**config.mk**
```make
export PLATFORM = sky130hd
export DESIGN_NAME = dtc_ctrl
export DESIGN_NICKNAME = d
export VERILOG_FILES = /design/src/hw/rtl/assert_macros.svh /design/src/hw/rtl/dtc_pkg.sv /design/src/hw/rtl/dtc_ctrl.sv
export SDC_FILE = /design/constraint.sdc
export NUM_CORES = 1
export LEC_CHECK = 0
export BUFFER_PORTS_ARGS = -buffer_cell sky130_fd_sc_hd__buf_2
export CORE_AREA = 2 2 39 41
export DETAILED_ROUTE_END_ITERATION = 10
export DIE_AREA = 0 0 41 43
export PLACE_DENSITY_LB_ADDON = 0.08
export SYNTH_ARGS = -nofsm -noshare
export SYNTH_HDL_FRONTEND = slang
export SYNTH_SLANG_ARGS = --single-unit
```
**constraint.sdc**
```tcl
create_clock -name i_clk -period 1.7 [get_ports i_clk]
set_clock_uncertainty 0.05 [all_clocks]
set_input_delay 0.17 -clock i_clk [delete_from_list [all_inputs] [get_ports i_clk]]
set_output_delay 0.17 -clock i_clk [all_outputs]
set_load 0.03 [all_outputs]
```
**src/hw/rtl/assert_macros.svh**
```systemverilog
// ----------------------------------------------------------------------------
// Assertion macros
// Shared helpers for concurrent checks clocked on i_clk, held off in reset.
// ----------------------------------------------------------------------------
`ifndef ASSERT_MACROS_SVH
`define ASSERT_MACROS_SVH

// Clocked check, disabled while i_rst_n is low
`define DTC_ASSERT(lbl, prop, msg) \
    lbl: assert property (@(posedge i_clk) disable iff (!i_rst_n) prop) else $error(msg);

// Check that two conditions are never true together
`define DTC_ASSERT_EXCL(lbl, a, b, msg) \
    `DTC_ASSERT(lbl, !((a) && (b)), msg)

`endif

```
**src/hw/rtl/dtc_pkg.sv**
```systemverilog
// ----------------------------------------------------------------------------
// dtc_pkg
// Shared constants, types and helpers of the domino tiling counter.
// ----------------------------------------------------------------------------
package dtc_pkg;

    // Sizing
    localparam int MAX_ROWS    = 10;
    localparam int MAX_COLUMNS = 1024;
    localparam int MASK_W      = MAX_ROWS;
    localparam int MASK_COUNT  = 1 << MASK_W;
    localparam int ROW_W       = 4;
    localparam int COL_W       = 11;
    localparam int CNT_W       = 30;

    localparam logic [CNT_W-1:0] TILE_MOD = 30'd1000000007;

    // Controller states
    typedef enum logic [3:0] {
        S_IDLE,
        S_INIT,
        S_CHECK,
        S_PREP,
        S_SCAN,
        S_DRAIN,
        S_WRITE,
        S_COL_END,
        S_FIN_READ,
        S_FIN_WAIT
    } t_state;

    // Controller to datapath commands
    typedef struct packed {
        logic start;     // latch job size, reset counters
        logic init_wr;   // write one entry of the starting column
        logic nxt_clear; // restart next-mask counter
        logic prep;      // set up submask walk for the next mask
        logic issue;     // read one current-mask weight
        logic nxt_wr;    // store accumulated weight for the next mask
        logic col_end;   // swap tables, count the column
        logic fin_read;  // address the empty-mask entry
        logic out_load;  // capture result
    } t_dp_cmd;

    // Datapath to controller status
    typedef struct packed {
        logic init_last;
        logic cur_zero;
        logic nxt_last;
        logic cols_done;
    } t_dp_sts;

    // True when every run of set bits has even length
    function automatic logic runs_even(input logic [MASK_W-1:0] x);
        logic odd;
        logic bad;
        odd = 1'b0;
        bad = 1'b0;
        for (int i = 0; i < MASK_W; i++) begin
            if (x[i]) begin
                odd = ~odd;
            end else begin
                bad = bad | odd;
                odd = 1'b0;
            end
        end
        return ~(bad | odd);
    endfunction

endpackage

```
**src/hw/rtl/dtc_ctrl.sv**
```systemverilog
// ----------------------------------------------------------------------------
// dtc_ctrl
// Sequencer for init, per-column mask sweeps and result hand-off.
// ----------------------------------------------------------------------------
module dtc_ctrl
    import dtc_pkg::*;
(
    input  logic    i_clk,
    input  logic    i_rst_n,
    input  logic    i_in_valid,
    output logic    o_in_ready,
    output logic    o_out_valid,
    input  logic    i_out_ready,
    input  t_dp_sts i_sts,
    output t_dp_cmd o_cmd
);
    t_state r_state, n_state;
    logic   r_out_valid, n_out_valid;

    // State and output valid registers
    always_ff @(posedge i_clk) begin
        if (!i_rst_n) begin
            r_state     <= S_IDLE;
            r_out_valid <= 1'b0;
        end else begin
            r_state     <= n_state;
            r_out_valid <= n_out_valid;
        end
    end

    // Next state and commands
    always_comb begin
        n_state    = r_state;
        o_cmd      = '0;
        o_in_ready = 1'b0;
        n_out_valid = r_out_valid && !i_out_ready;

        unique case (r_state)
            S_IDLE: begin
                o_in_ready = 1'b1;
                if (i_in_valid) begin
                    o_cmd.start = 1'b1;
                    n_state     = S_INIT;
                end
            end
            S_INIT: begin
                o_cmd.init_wr = 1'b1;
                if (i_sts.init_last) begin
                    n_state = S_CHECK;
                end
            end
            S_CHECK: begin
                o_cmd.nxt_clear = 1'b1;
                n_state = i_sts.cols_done ? S_FIN_READ : S_PREP;
            end
            S_PREP: begin
                o_cmd.prep = 1'b1;
                n_state    = S_SCAN;
            end
            S_SCAN: begin
                o_cmd.issue = 1'b1;
                if (i_sts.cur_zero) begin
                    n_state = S_DRAIN;
                end
            end
            S_DRAIN: begin
                n_state = S_WRITE;
            end
            S_WRITE: begin
                o_cmd.nxt_wr = 1'b1;
                n_state = i_sts.nxt_last ? S_COL_END : S_PREP;
            end
            S_COL_END: begin
                o_cmd.col_end = 1'b1;
                n_state       = S_CHECK;
            end
            S_FIN_READ: begin
                o_cmd.fin_read = 1'b1;
                n_state        = S_FIN_WAIT;
            end
            S_FIN_WAIT: begin
                o_cmd.fin_read = 1'b1;
                // wait for the output register to free up
                if (!r_out_valid || i_out_ready) begin
                    o_cmd.out_load = 1'b1;
                    n_out_valid    = 1'b1;
                    n_state        = S_IDLE;
                end
            end
            default: begin
                n_state = S_IDLE;
            end
        endcase
    end

    assign o_out_valid = r_out_valid;
endmodule
```
Word level (Yosys, flattened, before mapping)
Index checks and enable logic that the tools add are counted.
{"block": "op_classes", "n_eq_ne": 13, "n_mux": 21, "n_reduce_logical": 7}
{"cell": "one-hot mux 4 bit (10 select lines)", "n": 1}
{"cell": "2-to-1 mux 4 bit", "n": 5}
{"cell": "equality test 4 x 3 -> 1 bit, second input constant", "n": 4}
{"cell": "2-to-1 mux 1 bit", "n": 14}
{"cell": "equality test 4 x 2 -> 1 bit, second input constant", "n": 2}
{"cell": "equality test 4 bit, second input constant", "n": 2}
{"cell": "!= test 2 bit, second input constant", "n": 4}
{"cell": "equality test 4 x 1 -> 1 bit, second input constant", "n": 1}
{"cell": "logical NOT 4 bit", "n": 1}
{"cell": "AND reduction 4 bit", "n": 1}
{"cell": "2-to-1 mux 3 bit", "n": 1}
{"cell": "logical NOT 1 bit", "n": 2}
{"cell": "OR reduction 2 bit", "n": 1}
{"cell": "logical AND 1 bit", "n": 1}
{"cell": "logical OR 1 bit", "n": 1}
{"block": "word_totals", "reg_bits": 5, "in_bits": 8, "out_inout_bits": 11, "elab_cells": 43}

Logic depth before layout (Yosys ltp)
Gate-level depths: netlist of run 1.
{"block": "logic_depth", "depth_word": 4, "ltp_mapped": 5, "depth_no_buf": 4}

Worst setup path before layout of run 1
Ideal clock, no wire load.
{"block": "synth_path", "path_kind": "register to output", "start": "register r_state[1]", "end": "output port o_cmd[8] (netlist bit)", "arrival_ns": 1.768, "required_time_ns": 1.480, "slack_ns": -0.288, "path_stages_with_launch": 5, "cell_sequence": "dfxtp_1 > buf_6 > or2_4 > nor3_1 > and2_1"}
{"item": "from (decl)", "line_no": "dtc_ctrl.sv:17", "source": "t_state r_state, n_state;"}
{"item": "from (signal assigned)", "line_no": "dtc_ctrl.sv:26", "source": "r_state <= n_state;"}
{"item": "to (decl)", "line_no": "dtc_ctrl.sv:15", "source": "output t_dp_cmd o_cmd"}

==> results.md, run 1 <==
- Fraction of post-synthesis cell area in the top cell type by area: 27.03%
- Total Wirelength: 921 um
- Clock network power share: 26.3%
- Final setup TNS: 0 ns
- Pins Over Slew Limit: 0
- Number of antenna diodes: 0
- Global-route wire length before repair: 1524 um
- Result of the run: finished clean
- Routed via count divided by cell count: 4.807
- Rel. slew slack: 77.81%
- Element type at the critical path end: output pin
- Die outline height: 43 um
- Top cell family by delay on the critical path: simple AND/OR/NAND/NOR gates
- Area share of and/or/nand/nor cells after synthesis: 50.00%
- DRC violation count after routing: 0
- Final layout net count: 81
- DIE AREA: 0.001763 mm^2
- Remaining antenna violation count after routing: 0
- Commonest cells after routing, fill and taps aside: sky130_fd_sc_hd__buf_2 (18), sky130_fd_sc_hd__nor2_1 (8)
- Largest area contributor in the netlist: sky130_fd_sc_hd__dfxtp_1
- Clock buffer depth: 2
- Wire length per cell: 10.47 um
- Area delta synth->final: 35.81%
- Post-route design area: 503.0 um^2
- Count of port buffers added during placement: 18
- Net count of the mapped netlist: 61
- Relative contribution of combinational cells to total power: 42.1%
- Crit Path Class: flop to output pin
- Fmax achieved: 630.1 MHz
- Core region area: 0.001384 mm^2
- Number of violations of the max-capacitance limit: 0
- Count of H-tree levels built during CTS: 1
- RSZ-0062 raised after global routing: no
- Clk Tree Root Cell: sky130_fd_sc_hd__clkbuf_4
- Leak: 0.0002299 uW
- Highest ir drop seen on vdd: 0.3152 mV
- DRT iter0 DRCs: 0
- Sequential power share: 31.6%
- Min-Delay Path Class: input port to flop
- Slowest stage cell on the critical path: sky130_fd_sc_hd__dfxtp_1
- Seq cells post-synth: 5
- Startpoint of the worst register-to-register path: r_state[1]
- Io pins: 19
- Crit-path max FO: 9
- Hold path start: i_rst_n
- Buffers inserted by post-CTS timing repair: 0
- Hold Crit Depth: 3
- Row cnt: 14
- R2R Setup Slk: 0.40 ns
- Buffering stage count on the worst path with inverters included: 1
- Initial antenna violation count: 0
- Cell depth of the worst flop-to-flop path: 4
- Netlist area before placement: 370.4 um^2
- Slew @ Worst Pin: 0.3324 ns
- Post-route worst setup slack: 0.1130 ns
- Largest net degree at the start of global routing: 13
- Maximum single-stage delay on the critical path: 0.39 ns
- P per Cell Area: 1007 mW/mm^2
- Top cells by area in the synthesized netlist: sky130_fd_sc_hd__dfxtp_1 (27%), sky130_fd_sc_hd__nor2_1 (8.1%), sky130_fd_sc_hd__nor2b_1 (6.8%), sky130_fd_sc_hd__nor3_1 (6.8%), sky130_fd_sc_hd__nand2b_1 (5.1%)
- Critical path required time: 1.48 ns
- TritonRoute pass-1 iters: 1
- Clock latency on the worst-skew pair: 0.24 ns
- Cells traversed along the worst timing path: or2_4 > nor3_2 > and2_1 > buf_2
- Switching Share: 41.01%
- Yosys synthesis warning count: 0
- Mean instance size in the synthesized netlist: 6.988 um^2
- Fraction of layout instances using a drive strength above 1: 37.50%
- # fillers: 176
- Arithmetic-cell share of the synthesized area counting full adders, half adders and majority gates: 0%
- Sequential area share after synthesis: 27.03%
- Most frequent standard cell in the layout excluding fill and tap cells: sky130_fd_sc_hd__buf_2
- XOR/XNOR share of the synthesized area: 0%
- Hold endpoint: r_state[3]
- Number of failing setup endpoints in the final timing report: 0
- Synthesized instance count: 53
- Final worst-path cycle share: 93.35%
- Synth cell types: 23
- Number of clock sinks seen by CTS: 5
- Power after layout: 506.3 uW
- Setup WS pre-CTS: 0.3579 ns
- Global router's overall resource usage: 12.86%
- Placement Cell Area: 475.5 um^2
- Via Count: 423
- Compound-cell area share of the yosys netlist: 15.54%
- Net Switching: 207.6 uW
- Number of global-route vias before repair: 378
- Total congestion overflow after global routing: 0
- Routability cong.: 0.7108
- TritonCTS clock tree: yes
- Area used by multi-input combinational logic: 254.0 um^2
- CTS Buf Count: 3
- Internal Power: 298.7 uW
- Final Critical Period: 1.587 ns
- Category of the worst setup path launch point: flop
- Reg2Reg Capture Point: r_state[1]
- Detailed Place HPWL: 730.3 um
- Critical Path AT: 1.37 ns
- Seq. cell area: 101.3 um^2
- Die X: 41 um
- Dominant combinational cell family by area after synthesis: simple AND/OR/NAND/NOR gates
- Clock edge transition at the registers on the reported setup and hold paths: 0.04 ns
- Effective utilization at floorplan: 26.76%
- Mux cell area share after synthesis: 0%
- Final hold violations: 0
cells in the mapped netlist:
cell type and n:
sky130_fd_sc_hd__nor3b_1 1, sky130_fd_sc_hd__dfxtp_1 5, sky130_fd_sc_hd__nor3_1 5, sky130_fd_sc_hd__nand3b_1 2
sky130_fd_sc_hd__a21oi_1 3, sky130_fd_sc_hd__nor2b_1 4, sky130_fd_sc_hd__o22ai_1 1, sky130_fd_sc_hd__nor4_2 1
sky130_fd_sc_hd__or2_4 1, sky130_fd_sc_hd__o21ai_0 3, sky130_fd_sc_hd__buf_2 1, sky130_fd_sc_hd__and2_1 2
sky130_fd_sc_hd__o21ai_1 1, sky130_fd_sc_hd__nand4_1 1, sky130_fd_sc_hd__o31a_1 1, sky130_fd_sc_hd__clkbuf_1 2
sky130_fd_sc_hd__nand2b_1 3, sky130_fd_sc_hd__nor2_1 8, sky130_fd_sc_hd__buf_6 1, sky130_fd_sc_hd__nand2_1 4
sky130_fd_sc_hd__inv_1 1, sky130_fd_sc_hd__nor4b_1 1, sky130_fd_sc_hd__a21boi_1 1
sequential cells by signal, indices dropped and copies added (netlist names):
name         count
o_out_valid      1
r_state          4
cell families (layout without fill, tap and decap cells):
logic type | count (synthesis) | count (layout)
AND/OR/NAND/NOR | 33 | 33
AO/OA/AOI/OAI | 10 | 10
flip-flops | 5 | 5
buffers and inverters | 5 | 24
metal layers:
layer  up-vias  part of all wire (%)  GRT usage, %
met4         0                     0         6.000
met5         -                     0             0
li1        221                     -             -
met1       189                    45         16.77
met3         0                   7.2         4.712
met2        13                    47         18.13
worst reg2reg max path: cells and delay by family, from the launching register on:
kind | cells | cell delay, ns
AND/OR/NAND/NOR | 3 | 0.62
flip-flops | 1 | 0.39
AO/OA/AOI/OAI | 1 | 0.15
repair_timing:
action                     CTS  global route
setup endpoints to repair    0             1
hold buffers                 0             0
resized for setup            0             1
power groups by stage:
stage	Sequential (uW)	Combinational [uW]	Clock, uW
5_1_grt	164	237	152
4_1_cts	160	217	142
6_report	160	213	133
2_1_floorplan	141	182	0
3_5_place_dp	162	216	0
3_3_place_gp	162	215	0
how the worst max path moves through the flow:
stage / depth (start not counted) / start / endpoint
2_1_floorplan: 4 / r_state[3] / o_cmd[0]
3_3_place_gp: 4 / r_state[1] / o_cmd[8]
3_5_place_dp: 4 / r_state[1] / o_cmd[8]
4_1_cts: 4 / r_state[1] / o_cmd[8]
5_1_grt: 4 / r_state[1] / o_cmd[8]
6_report: 4 / r_state[1] / o_cmd[8]
layout make-up:
type / count / area share [%]
clock buffers: 4 / 5.224
inverters: 1 / 0.7463
flip-flops and latches: 5 / 20.15
well taps: 16 / 3.980
repair buffers: 19 / 19.40
multi-input cells: 43 / 50.50
through the flow:
step / hold WS [ns] / util, % / cells
2_1_floorplan: 0.2482 / - / 53
3_3_place_gp: 0.4117 / 34.36 / 84
3_5_place_dp: 0.4033 / 34.36 / 84
4_1_cts: 0.1601 / 36.26 / 88
5_1_grt: 0.1745 / 36.35 / 88
6_report: 0.1638 / 36.35 / 88
Power figures use the tool's default switching activity.
==> run 2, diff against run 1 <==
--- a/config.mk
+++ b/config.mk
@@ -5,10 +5,12 @@
 export SDC_FILE = /design/constraint.sdc
 export NUM_CORES = 1
 export LEC_CHECK = 0
+export ABC_AREA = 1
 export BUFFER_PORTS_ARGS = -buffer_cell sky130_fd_sc_hd__buf_2
 export CORE_AREA = 2 2 39 41
 export DETAILED_ROUTE_END_ITERATION = 10
 export DIE_AREA = 0 0 41 43
+export HOLD_SLACK_MARGIN = 0.05
 export PLACE_DENSITY_LB_ADDON = 0.08
 export SYNTH_ARGS = -nofsm -noshare
 export SYNTH_HDL_FRONTEND = slang
==> constraint.sdc (replaced) <==
create_clock -name i_clk -period 1.3 [get_ports i_clk]
set_clock_uncertainty 0.05 [all_clocks]
set_input_delay 0.13 -clock i_clk [delete_from_list [all_inputs] [get_ports i_clk]]
set_output_delay 0.13 -clock i_clk [all_outputs]
set_load 0.03 [all_outputs]
==> run 2 against run 1 <==
  * Non-clock buffer count grew 5
  * Cell count rose by 23%
  * Count of clock-buffer cells in the layout did not move
  * Die area did not move
  * Critical path depth unchanged
  * Via count grew 11%
  * First-iteration DRC count rose by 6
  * Critical path type unchanged
  * Highest routed layer unchanged
==> results.md, run 2 <==
- Critical path required time: 1.12 ns (-0.36 ns)
- Io pins: 19 (unchanged)
- Area delta synth->final: 79.24%
- Cell with the most instances after synthesis: sky130_fd_sc_hd__nand2_1
- CTS Buf Count: 3 (unchanged)
- Top cells by instance count after synthesis: sky130_fd_sc_hd__nand2_1 (15), sky130_fd_sc_hd__nor2_1 (13), sky130_fd_sc_hd__inv_1 (11)
- Number of global-route vias before repair: 424 (+12%)
- Clock latency on the worst-skew pair: 0.24 ns (about the same)
- Post-layout utilization of the core: 46.84% (+10 points)
- Core region area: 0.001384 mm^2 (unchanged)
- TritonRoute pass-1 iters: 4 (+3)
- Number of failing setup endpoints in the final timing report: 0 (unchanged)
- Routability cong.: 0.7188 (+1.1%)
- Clk Tree Root Cell: sky130_fd_sc_hd__clkbuf_4
- Result of the run: finished clean
- Detailed Place HPWL: 776.1 um (+6.3%)
- Buffering stage count on the worst path with inverters included: 2 (+1)
- Sequential area share after synthesis: 27.68% (+0.65 points)
- Mean instance size in the synthesized netlist: 5.650 um^2 (-19%)
- Pins Over Slew Limit: 0 (unchanged)
- Initial antenna violation count: 0 (unchanged)
- Dominant combinational cell family by area after synthesis: simple AND/OR/NAND/NOR gates
- RSZ-0062 raised after global routing: yes
- Post-synthesis async set-or-reset flop share: 0% (unchanged)
- Crit Path Class: flop to output pin
- Slew @ Worst Pin: 0.2292 ns (-0.1032 ns)
- Clock edge transition at the registers on the reported setup and hold paths: 0.04 ns (about the same)
- Row cnt: 14 (unchanged)
- Area share of and/or/nand/nor cells after synthesis: 52.60% (+2.6 points)
- Most flops, register: r_state
- Cells traversed along the worst timing path: inv_4 > nand2_4 > nor3_2 > buf_4
- Min-Delay Path Class: input port to flop
- Largest area contributor in the netlist: sky130_fd_sc_hd__dfxtp_1
- Element type at the critical path end: output pin
- Routed via count divided by cell count: 4.361 (-9.3%)
- Most used flip-flop cell after synthesis: sky130_fd_sc_hd__dfxtp_1
- P per Cell Area: 1410 mW/mm^2 (+40%)
- DRT iter0 DRCs: 6 (+6)
- Effective utilization at floorplan: 26.13% (-0.63 points)
- Critical Path AT: 1.11 ns (-0.26 ns)
- Post-synth EDFFs: 0 (unchanged)
- Count of H-tree levels built during CTS: 1 (unchanged)
- Synthesized instance count: 64 (+21%)
- Via Count: 471 (+11%)
- Number of flip-flops under the largest register name: 4 (unchanged)
- Compound-cell area share of the yosys netlist: 6.228% (-9.3 points)
- Count of port buffers added during placement: 18 (unchanged)
- Synth cell types: 13 (-43%)
- Most frequent standard cell in the layout excluding fill and tap cells: sky130_fd_sc_hd__buf_4
- Fmax achieved: 774.5 MHz
- Final worst-path cycle share: 99.32%
- Largest net degree at the start of global routing: 8 (-5)
- Power after layout: 913.8 uW (+80%)
- XOR/XNOR share of the synthesized area: 0% (unchanged)
- Global router's overall resource usage: 13.78% (+0.92 points)
- Net count of the mapped netlist: 72 (+18%)
- Final layout net count: 101 (+25%)
- Crit-path max FO: 5 (-4)
- Top cells by area in the synthesized netlist: sky130_fd_sc_hd__dfxtp_1 (28%), sky130_fd_sc_hd__nand2_1 (16%), sky130_fd_sc_hd__nor2_1 (13%), sky130_fd_sc_hd__inv_1 (11%), sky130_fd_sc_hd__nand3_1 (6.9%)
- DIE AREA: 0.001763 mm^2 (unchanged)
- Category of the worst setup path launch point: flop
- Netlist area before placement: 361.6 um^2 (-2.4%)
- Yosys synthesis warning count: 0 (unchanged)
- Wire length per cell: 9.648 um (-7.8%)
- Final Critical Period: 1.291 ns
- Slowest stage cell on the critical path: sky130_fd_sc_hd__dfxtp_4
- Commonest cells after routing, fill and taps aside: sky130_fd_sc_hd__buf_4 (15), sky130_fd_sc_hd__nand2_1 (13), sky130_fd_sc_hd__nor2_1 (11)
- # hold bufs at CTS: 0 (unchanged)
- Fraction of post-synthesis cell area in the top cell type by area: 27.68% (+0.65 points)
- Rel. slew slack: 84.67% (+6.9 points)
- Final setup TNS: 0 ns (unchanged)
- Number of antenna diodes: 0 (unchanged)
- Mux cell area share after synthesis: 0% (unchanged)
- Top cell family by delay on the critical path: flip-flops
- Maximum single-stage delay on the critical path: 0.37 ns (-0.02 ns)
- Die X: 41 um (unchanged)
- Global-route wire length before repair: 1656 um (+8.7%)
- Total Wirelength: 1042 um (+13%)
- Fraction of layout instances using a drive strength above 1: 52.17% (+15 points)
- Die outline height: 43 um (unchanged)
- Number of violations of the max-capacitance limit: 0 (unchanged)
- DRC violation count after routing: 0 (unchanged)
- Total congestion overflow after global routing: 0 (unchanged)
- Number of clock sinks seen by CTS: 5 (unchanged)
- Remaining antenna violation count after routing: 0 (unchanged)
- Highest ir drop seen on vdd: 0.6472 mV (+110%)
- Leak: 0.0003335 uW (+45%)
- TritonCTS clock tree: yes
- Clock buffer depth: 2 (unchanged)
- Arithmetic-cell share of the synthesized area counting full adders, half adders and majority gates: 0% (unchanged)
- Seq cells post-synth: 5 (unchanged)
- Final hold violations: 0 (unchanged)
[run 2: cell type report]
class	count	area, um^2
fillers	160	735.7
multi-input cells	46	267.8
repair buffers	24	157.7
flip-flops and latches	5	115.1
inverters	13	61.31
clock buffers	4	26.28
well taps	16	20.02
[run 2: kinds of logic after synthesis]
kind of cell | Yosys count
AND/OR/NAND/NOR | 42
buffers and inverters | 13
flip-flops | 5
AO/OA/AOI/OAI | 4
[run 2: worst min-delay path, stage by stage]
cell and delay [ns]:
sky130_fd_sc_hd__buf_2 0.09, sky130_fd_sc_hd__nand2_1 0.07, sky130_fd_sc_hd__a31oi_1 0.07
[run 2: worst paths after layout]
kind                    from         end  slack [ns]  cells after the start
hold / removal      i_sts[1]  r_state[2]        0.12                      3
setup / recovery  r_state[3]    o_cmd[3]       0.009                      4
hold reg to reg   r_state[3]  r_state[3]        0.54                      2
setup reg to reg  r_state[2]  r_state[0]        0.12                      7
[run 2: what timing repair did]
item / CTS / global route
setup endpoints to repair: 10 / 9
gates resized for setup: 22 / 14
pin swaps: 2 / 1
buffers inserted: 3 / 3
[run 2: per-stage QoR]
| stage | hold WS [ns] | std cells | instance area (um^2) | worst slack [ns] |
|---|---|---|---|---|
| floorplan | 0.2358 | 64 | 381.6 | 0.002348 |
| global placement | 0.3690 | 98 | 491.7 | 0.02606 |
| detailed placement | 0.3713 | 98 | 491.7 | 0.03843 |
| CTS | 0.1139 | 105 | 593.1 | -0.01263 |
| global route | 0.1298 | 108 | 648.1 | -0.06082 |
| finish | 0.1228 | 108 | 648.1 | 0.008836 |
[run 2: where the power goes]
part / switching [uW] / leakage [uW] / internal [uW]
clock network: 58.0 / 0.0000150 / 116
logic: 298 / 0.000275 / 204
registers: 56.1 / 0.0000436 / 182
total: 412 / 0.000333 / 502
[run 2: layer usage]
| layer | GRT usage (%) | part of all wire, % |
|---|---|---|
| met3 | 4.712 | 3.4 |
| met2 | 20.63 | 50 |
| met5 | 0 | 0 |
| met4 | 6.000 | 0 |
| met1 | 17.15 | 47 |
==> run 3, diff against run 2 <==
--- a/config.mk
+++ b/config.mk
@@ -7,9 +7,11 @@
 export LEC_CHECK = 0
 export ABC_AREA = 1
 export BUFFER_PORTS_ARGS = -buffer_cell sky130_fd_sc_hd__buf_2
-export CORE_AREA = 2 2 39 41
+export CELL_PAD_IN_SITES_DETAIL_PLACEMENT = 1
+export CELL_PAD_IN_SITES_GLOBAL_PLACEMENT = 1
+export CORE_MARGIN = 2
+export CORE_UTILIZATION = 23
 export DETAILED_ROUTE_END_ITERATION = 10
-export DIE_AREA = 0 0 41 43
 export HOLD_SLACK_MARGIN = 0.05
 export PLACE_DENSITY_LB_ADDON = 0.08
 export SYNTH_ARGS = -nofsm -noshare
==> run 3 against run 2 <==
  * The flow now finishes with violations (setup timing)
  * Critical endpoint is now o_cmd[0]
  * Total power up 3.6%
  * Maximum frequency fell by 0.80%
  * Non-clock buffer count is 1 higher
  * Count of clock-buffer cells in the layout stayed put
  * Register-to-register slack barely moved
  * First-iteration DRC count is 17% higher
  * Routed wire length is 12% higher
  * Cell area is 6.0% higher
  * Combinational power is 2% higher
  * Die area increased by 8.1%
==> results.md, run 3 (synthesis gave the netlist of run 2 again) <==
- # fillers: 196 (+23%)
- DRC violation count after routing: 0 (unchanged)
- Element type at the critical path end: output pin
- Remaining antenna violation count after routing: 0 (unchanged)
- Final worst-path cycle share: 100.1% (+0.80 points)
- Crit Path Class: flop to output pin
- Internal Power: 504.8 uW (+0.52%)
- Critical Path AT: 1.12 ns (about the same)
- Final layout net count: 102 (+0.99%)
- Number of global-route vias before repair: 489 (+15%)
- Critical path required time: 1.12 ns (about the same)
- Total Wirelength: 1171 um (+12%)
- Most flops, register: r_state
- Category of the worst setup path launch point: flop
- Net Switching: 441.8 uW (+7.3%)
- Core region area: 0.001489 mm^2 (+7.6%)
- # hold bufs at CTS: 0 (unchanged)
- Clock network power share: 19.6% (+0.6 points)
- Min-Delay Path Class: input port to flop
- Final hold violations: 0 (unchanged)
- Slowest stage cell on the critical path: sky130_fd_sc_hd__dfxtp_4
- Clock latency on the worst-skew pair: 0.25 ns (about the same)
- Area delta synth->final: 89.97%
- Area used by multi-input combinational logic: 285.3 um^2 (+6.5%)
- Slew @ Worst Pin: 0.2451 ns (+0.01594 ns)
- Result of the run: complete, but fails checks
- Effective utilization at floorplan: 24.29% (-1.8 points)
- Number of clock sinks seen by CTS: 5 (unchanged)
- Number of antenna diodes: 0 (unchanged)
- Fraction of layout instances using a drive strength above 1: 54.84% (+2.7 points)
- Io pins: 19 (unchanged)
- Row cnt: 14 (unchanged)
- Violations in the final reports: setup timing
- Maximum single-stage delay on the critical path: 0.37 ns (about the same)
- Commonest cells after routing, fill and taps aside: sky130_fd_sc_hd__buf_4 (13), sky130_fd_sc_hd__nand2_1 (12), sky130_fd_sc_hd__nor2_1 (10)
- Clock buffer depth: 2 (unchanged)
- RSZ-0062 raised after global routing: yes
- Fmax achieved: 768.3 MHz (-0.80%)
- Number of flip-flops under the largest register name: 4 (unchanged)
- Hold Worst Slack: 0.1066 ns (-0.01624 ns)
- Clk Tree Root Cell: sky130_fd_sc_hd__clkbuf_4
- Number of violations of the max-capacitance limit: 0 (unchanged)
- Cells traversed along the worst timing path: inv_8 > nand2_4 > nor3_2 > buf_4
- Count of H-tree levels built during CTS: 1 (unchanged)
- Post-layout utilization of the core: 46.13% (-0.70 points)
- Die outline height: 43.65 um (+1.5%)
- DRT iter0 DRCs: 7 (+1)
- Buffering stage count on the worst path with inverters included: 2 (unchanged)
- Post-route worst setup slack: -0.001528 ns (-0.01036 ns)
- Count of port buffers added during placement: 18 (unchanged)
- Clock edge transition at the registers on the reported setup and hold paths: 0.05 ns (about the same)
- R2R Setup Slk: 0.11 ns (about the same)
- Routability cong.: 0.7558 (+5.1%)
- DIE AREA: 0.001905 mm^2 (+8.1%)
- Highest ir drop seen on vdd: 0.5826 mV (-10%)
- Pins Over Slew Limit: 0 (unchanged)
- Largest net degree at the start of global routing: 8 (unchanged)
- Most frequent standard cell in the layout excluding fill and tap cells: sky130_fd_sc_hd__buf_4
- TritonRoute pass-1 iters: 4 (unchanged)
- Sequential power share: 26.1% (about the same)
- Crit-path max FO: 7 (+2)
- Wire length per cell: 10.74 um (+11%)
- Global-route wire length before repair: 2056 um (+24%)
- TritonCTS clock tree: yes
- Relative contribution of combinational cells to total power: 54.3% (-0.6 points)
- Number of failing setup endpoints in the final timing report: 1 (+1)
- Total congestion overflow after global routing: 0 (unchanged)
- CTS Buf Count: 3 (unchanged)
- Die X: 43.65 um (+6.5%)
- Leak: 0.0003478 uW (+4.3%)
- Final Critical Period: 1.302 ns (+0.01036 ns)
- P per Cell Area: 1378 mW/mm^2 (-2.3%)
- Global router's overall resource usage: 14.51% (+0.72 points)
- Top cell family by delay on the critical path: flip-flops
- Initial antenna violation count: 0 (unchanged)
- Rel. slew slack: 83.60% (-1.1 points)
- Detailed Place HPWL: 887.5 um (+14%)
- Routed via count divided by cell count: 4.440 (+1.8%)
- Switching Share: 46.67% (+1.6 points)
- Via Count: 484 (+2.8%)
- Seq. cell area: 115.1 um^2 (unchanged)
==> run 3: cell count changes in the layout (fill, tap and decap cells not counted), sizes merged <==
cell / before / now
buf: 24 / 25
==> run 3: repair_timing <==
item | CTS | global route
endpoints found under the setup margin | 10 | 11
pin swaps | 3 | 2
buffers inserted | 5 | 3
resized for setup | 31 | 12
==> run 3: cell type report <==
type	count	share of cell area (%)
Sequential cell	5	16.76
Timing Repair Buffer	25	25.68
Tap cell	16	2.914
Clock buffer	4	3.825
Inverter	13	9.290
Multi-Input combinational cell	46	41.53
==> run 3: final timing paths <==
kind / from / to / cells after the start
worst min register to register: o_out_valid / o_out_valid / 4
worst max-delay path: r_state[1] / o_cmd[0] / 4
worst min-delay path: i_sts[1] / r_state[2] / 3
worst max register to register: r_state[3] / r_state[2] / 7
==> run 3: routing by layer <==
| metal | track usage [%] | wire length [um] | up-vias |
|---|---|---|---|
| met4 | 3.636 | 0 | 0 |
| li1 | - | - | 259 |
| met3 | 5.000 | 64 | 0 |
| met1 | 18.37 | 491 | 213 |
| met5 | 0 | 0 | - |
| met2 | 23.53 | 616 | 12 |
==> run 3: through the flow <==
step / area (um^2) / total power, uW / std cells / worst slack, ns / TNS, ns
final: 686.9 / 946.6 / 109 / -0.001528 / -0.001528
after global routing: 686.9 / 1020 / 109 / -0.06845 / -0.3113
after CTS: 638.1 / 899.2 / 107 / -0.008239 / -0.01195
after detailed placement: 491.7 / 612.6 / 98 / 0.04652 / 0
after global placement: 491.7 / 610.1 / 98 / 0.06054 / 0
after floorplan: 381.6 / 508.4 / 64 / 0.002348 / 0
==> run 3: worst reg2reg max path, delay by kind of cell (launching register included) <==
kind                   cells  cell delay, ns
buffers and inverters      3            0.30
and+or+nand+nor            3            0.25
DFF                        1            0.37
AOI/OAI and AO/OA          1            0.14
==> run 3: power groups by stage <==
stage | combinational [uW] | sequential [uW] | clock [uW]
floorplan | 304 | 205 | 0
global placement | 401 | 209 | 0
detailed placement | 402 | 211 | 0
CTS | 469 | 241 | 189
global route | 567 | 251 | 202
finish | 514 | 247 | 185
